==> src/rtl/dpd_pkg.sv <==
// Shared types and constants for the depth pixel deprojection block.
// Pixel and point transaction structs, register indexes, pipeline and divider sizes.
// No dependencies.
`default_nettype none

package dpd_pkg;

  // Pipeline layout: offset, multiply, round-bias add, divider stages, output.
  localparam int DIV_DIGIT  = 4;
  localparam int DIVIDEND_W = 44;
  localparam int DIV_STAGES = DIVIDEND_W / DIV_DIGIT;
  localparam int DIV_FIRST  = 3;
  localparam int STAGES     = DIV_FIRST + DIV_STAGES + 1;

  localparam int REG_INDEX_W = 4;
  localparam int REG_DATA_W  = 16;

  typedef enum logic [REG_INDEX_W-1:0] {
    REG_ROI_LEFT   = 4'd0,
    REG_ROI_RIGHT  = 4'd1,
    REG_ROI_TOP    = 4'd2,
    REG_ROI_BOTTOM = 4'd3,
    REG_CENTER_X   = 4'd4,
    REG_CENTER_Y   = 4'd5,
    REG_FOCAL_X    = 4'd6,
    REG_FOCAL_Y    = 4'd7
  } reg_index_t;

  typedef struct packed {
    logic [11:0] column;
    logic [11:0] row;
    logic [15:0] depth_mm;
    logic [7:0]  blue;
    logic [7:0]  green;
    logic [7:0]  red;
  } pixel_t;

  typedef struct packed {
    logic signed [31:0] point_x;
    logic signed [31:0] point_y;
    logic [23:0]        point_z;
    logic [23:0]        packed_color;
  } point_t;

endpackage

`default_nettype wire

==> src/rtl/dpd_divider.sv <==
// Pipelined restoring divider, one radix-16 quotient digit per stage.
// Depends on dpd_pkg for the dividend width and stage count.
`default_nettype none

module dpd_divider (
  input  wire logic                                 clk,
  input  wire logic [dpd_pkg::DIV_STAGES-1:0]       adv,
  input  wire logic [dpd_pkg::DIVIDEND_W-1:0]       dividend,
  input  wire logic [15:0]                          divisor,
  output logic      [dpd_pkg::DIVIDEND_W-1:0]       quotient
);

  // Partial remainder and a shift word: dividend bits leave at the top,
  // quotient bits enter at the bottom.
  typedef struct packed {
    logic [15:0]                    rem;
    logic [dpd_pkg::DIVIDEND_W-1:0] acc;
  } div_state_t;

  function automatic div_state_t div_digit(div_state_t st, logic [15:0] d);
    div_state_t  r;
    logic [16:0] t;
    logic        ge;
    r = st;
    for (int i = 0; i < dpd_pkg::DIV_DIGIT; i++) begin
      t     = {r.rem, r.acc[dpd_pkg::DIVIDEND_W-1]};
      ge    = (t >= {1'b0, d});
      r.rem = ge ? 16'(t - {1'b0, d}) : t[15:0];
      r.acc = {r.acc[dpd_pkg::DIVIDEND_W-2:0], ge};
    end
    return r;
  endfunction

  div_state_t seed;
  div_state_t stage [dpd_pkg::DIV_STAGES];

  assign seed = {16'd0, dividend};

  // First digit from the fresh dividend
  always_ff @(posedge clk) begin
    if (adv[0]) begin
      stage[0] <= div_digit(seed, divisor);
    end
  end

  // Remaining digits, one per stage
  for (genvar k = 1; k < dpd_pkg::DIV_STAGES; k++) begin : g_digit
    always_ff @(posedge clk) begin
      if (adv[k]) begin
        stage[k] <= div_digit(stage[k-1], divisor);
      end
    end
  end

  assign quotient = stage[dpd_pkg::DIV_STAGES-1].acc;

endmodule

`default_nettype wire

==> config.mk <==
export PLATFORM = sky130hd
export DESIGN_NAME = dpd_divider
export DESIGN_NICKNAME = d
export VERILOG_FILES = /design/src/rtl/dpd_pkg.sv /design/src/rtl/dpd_divider.sv
export SDC_FILE = /design/constraint.sdc
export NUM_CORES = 2
export LEC_CHECK = 0
export BUFFER_PORTS_ARGS = -buffer_cell sky130_fd_sc_hd__buf_2
export CAP_MARGIN = 20
export CORE_MARGIN = 5
export CORE_UTILIZATION = 41
export CTS_BUF_LIST = sky130_fd_sc_hd__clkbuf_16
export CTS_CLUSTER_SIZE = 16
export DETAILED_ROUTE_END_ITERATION = 6
export GPL_TIMING_DRIVEN = 1
export PLACE_DENSITY = 0.61
export SLEW_MARGIN = 10
export SYNTH_ARGS = -nofsm -noshare
export SYNTH_HDL_FRONTEND = slang
export SYNTH_SLANG_ARGS = --single-unit
export TNS_END_PERCENT = 100
==> constraint.sdc <==
create_clock -name clk -period 35.1 [get_ports clk]
set_input_delay 3.51 -clock clk [delete_from_list [all_inputs] [get_ports clk]]
set_output_delay 3.51 -clock clk [all_outputs]
set_load 0.05 [all_outputs]
==> out/results.txt <==
Xor/xnor cell area share of the yosys netlist: 7.26%
Number of setup buffers added after CTS: 0
Port bufs: 115
CTS Buf Count: 81
Met3 GRT Util: 3.13%
Min-Delay Path Class: reg -> reg
FF+latch count, synth: 644
Worst slew pin tran: 1040 ps
DR pass1 iterations: 6
ANT nets after route: 0
Crit share post-route: 51.1%
Most used routing layer: met2
Max clock buf depth: 3
Worst Path Arrival: 18410 ps
WHS Path Cells: 0
Row cnt: 137
Most frequent cells in the layout: ha_1 (690), edfxtp_1 (644), a21oi_1 (523)
Async set-reset flop share out of synthesis: 0%
Routed len/inst: 21.4 um
Worst path required time: 35560 ps
Reg-to-Reg End: stage[4][55]$_DFFE_PP_
Synth Area in Compound Gates: 20.2%
Initial antenna violation count: 2
Area contributors post-synth: edfxtp_1 (34%), ha_1 (15%), xnor2_1 (4.9%), a21oi_1 (4.6%), mux2_2 (4.1%)
Post_cts resized: 0
Total clock sinks: 644
Count of different cell masters after synthesis: 97
Worst hold slack: 407 ps
I/O pin cnt: 116
Hold path start: stage[1][14]$_DFFE_PP_
Gr usage total: 22.8%
Worst-Skew Late Latency: 720 ps
Prevailing post-synth register cell: edfxtp_1
Cell taking the most area after synthesis: edfxtp_1
Synthesized-area fraction occupied by adder cells: 16.5%
Largest net degree at the start of global routing: 52
Core ar.: 139000 um2
Synth Cell Area: 57400 um2
Synth Instances: 5989
Fmax: 55.7 MHz
GR Util met2: 39.3%
Setup TNS: 0 ps
Initial Utilization: 41.2%
DR DRC count: 0
RSZ-0062 raised after global routing: false
Synth-to-layout area growth: 10.2%
Die area: 148000 um2
Crit-path slowest cell: and2_1
Hold_buf cts: 0
Commonest non-fill, non-tap cell in the layout: ha_1
Root buf cell: clkbuf_16
Slew HR: 30.4%
Pins Over Slew Limit: 0
Post-Syn Nets: 6793
Number of flip-flops in the largest register: 644
Biggest regs: stage: 644 flops
Final #Nets: 6970
Initial DRC Count: 3203
RR Startpoint: stage[3][45]$_DFFE_PP_
Tmin final: 17950 ps
Status: complete, no violations
Clock slew at reported path FFs: 60 ps
Post-Synth Simple-Gate Area: 13.8%
Largest family of logic cells by synthesized area: compound AO/OA/AOI/OAI gates
CTS tree: built
Hold Path End: stage[2][18]$_DFFE_PP_
Gpl congestion: 0.932
CTS H-tree lvls: 3
Startpoint types: input pin
Post-synthesis mux area share: 5.66%
Synth Warn #: 0
Total number of vias: 47305
R2r setup slk: 21230 ps
CP Capture Type: register
Worst-path maximum fanout: 34
R2R cell count: 47
Seq/Total Area, Yosys: 33.7%
Number of flops mapped to enable cells by yosys: 644
Routed WL: 174 mm
M1 GR Usage: 29.1%
Final Core Density: 45.4%
CP max stage delay: 760 ps
Syn Area/Cell: 9.58 um2
DR vias/cell: 5.83
Skew final: 27.5 ps
Share of cells above drive strength 1: 10.0%
Die W: 384 um
Dpl hpwl: 129 mm
Crit Path Class: in -> reg
Top reg by flops: stage
Final setup vio count: 0
Final hold viol count: 0
Remaining global-route overflow: 0
Area share of the largest cell type after synthesis: 33.7%
First-pass GRT wire length: 263 mm
Height of the die: 384 um
Vias in the first global route: 45610
Maxcap violations: 0
## stage by stage
| stage | std cells | setup WS, ps | cell area (um2) |
|---|---|---|---|
| floorplan | 5989 | 18380 | 57400 |
| global placement | 7959 | 16850 | 60600 |
| detailed placement | 7959 | 16670 | 60600 |
| CTS | 8107 | 17440 | 63200 |
| global route | 8107 | 16110 | 63200 |
| finish | 8108 | 17150 | 63200 |
## metal layers
metal | vias up | wire length, um
met5 | - | 0
met4 | 0 | 6790
met3 | 337 | 8230
li1 | 23072 | -
met1 | 22636 | 75800
met2 | 1260 | 82700
## cell type report
class                   instances  area (um2)
diodes                          1        2.50
clock buffers                  82        2050
clock inverters                66         613
fillers                     13311       76100
inverters                     328        1240
multi-input cells            4917       36400
flip-flops and latches        644       19300
well taps                    1876        2350
repair buffers                194        1200
## worst max path at each step
stage          cells after the start        from                      to  slack, ps
2_1_floorplan                     52  divisor[1]  stage[4][53]$_DFFE_PP_      18380
3_3_place_gp                      52  divisor[1]  stage[4][49]$_DFFE_PP_      16850
3_5_place_dp                      52  divisor[1]  stage[4][49]$_DFFE_PP_      16670
4_1_cts                           52  divisor[1]  stage[4][55]$_DFFE_PP_      17440
5_1_grt                           52  divisor[1]  stage[4][49]$_DFFE_PP_      16110
6_report                          52  divisor[1]  stage[4][55]$_DFFE_PP_      17150
## synthesized netlist by cell type (19+ instances only)
cell type,n
ha_1,690
edfxtp_1,644
a21oi_1,524
nor2_1,440
nand2_1,425
o21ai_0,373
xnor2_1,323
inv_1,315
mux2_2,211
a21o_1,185
xor2_1,153
nor3_1,129
nand4_1,112
o21a_1,110
nor2b_1,104
nand3_1,103
mux2i_1,76
nand2b_1,73
clkbuf_1,71
o21bai_1,64
a211oi_1,50
a31oi_1,46
a221o_1,44
and3_1,42
fa_1,42
o211ai_1,42
o31ai_1,38
and2_1,37
nor4_1,32
or3_1,31
a21boi_0,28
o31a_1,28
or2_2,25
o221ai_1,23
o41ai_1,20
a211o_1,19
## logic make-up (layout without fill, tap and decap cells)
family,Yosys count,count (layout)
mux,297,297
other cells,0,1
xor+xnor,476,476
fa+ha+maj,732,732
simple gates,1633,1633
flops,644,644
compound gates,1779,1779
buf+inv,428,670
## worst max-delay path: cells and delay by family
family | cells | cell delay, ps
buffers and inverters | 12 | 3170
AO/OA/AOI/OAI | 25 | 8420
adder cells (fa/ha/maj) | 4 | 1160
AND/OR/NAND/NOR | 11 | 2020
Power is not shown: default switching activity piles up to over one toggle a cycle in this logic, so the estimate is an artifact.
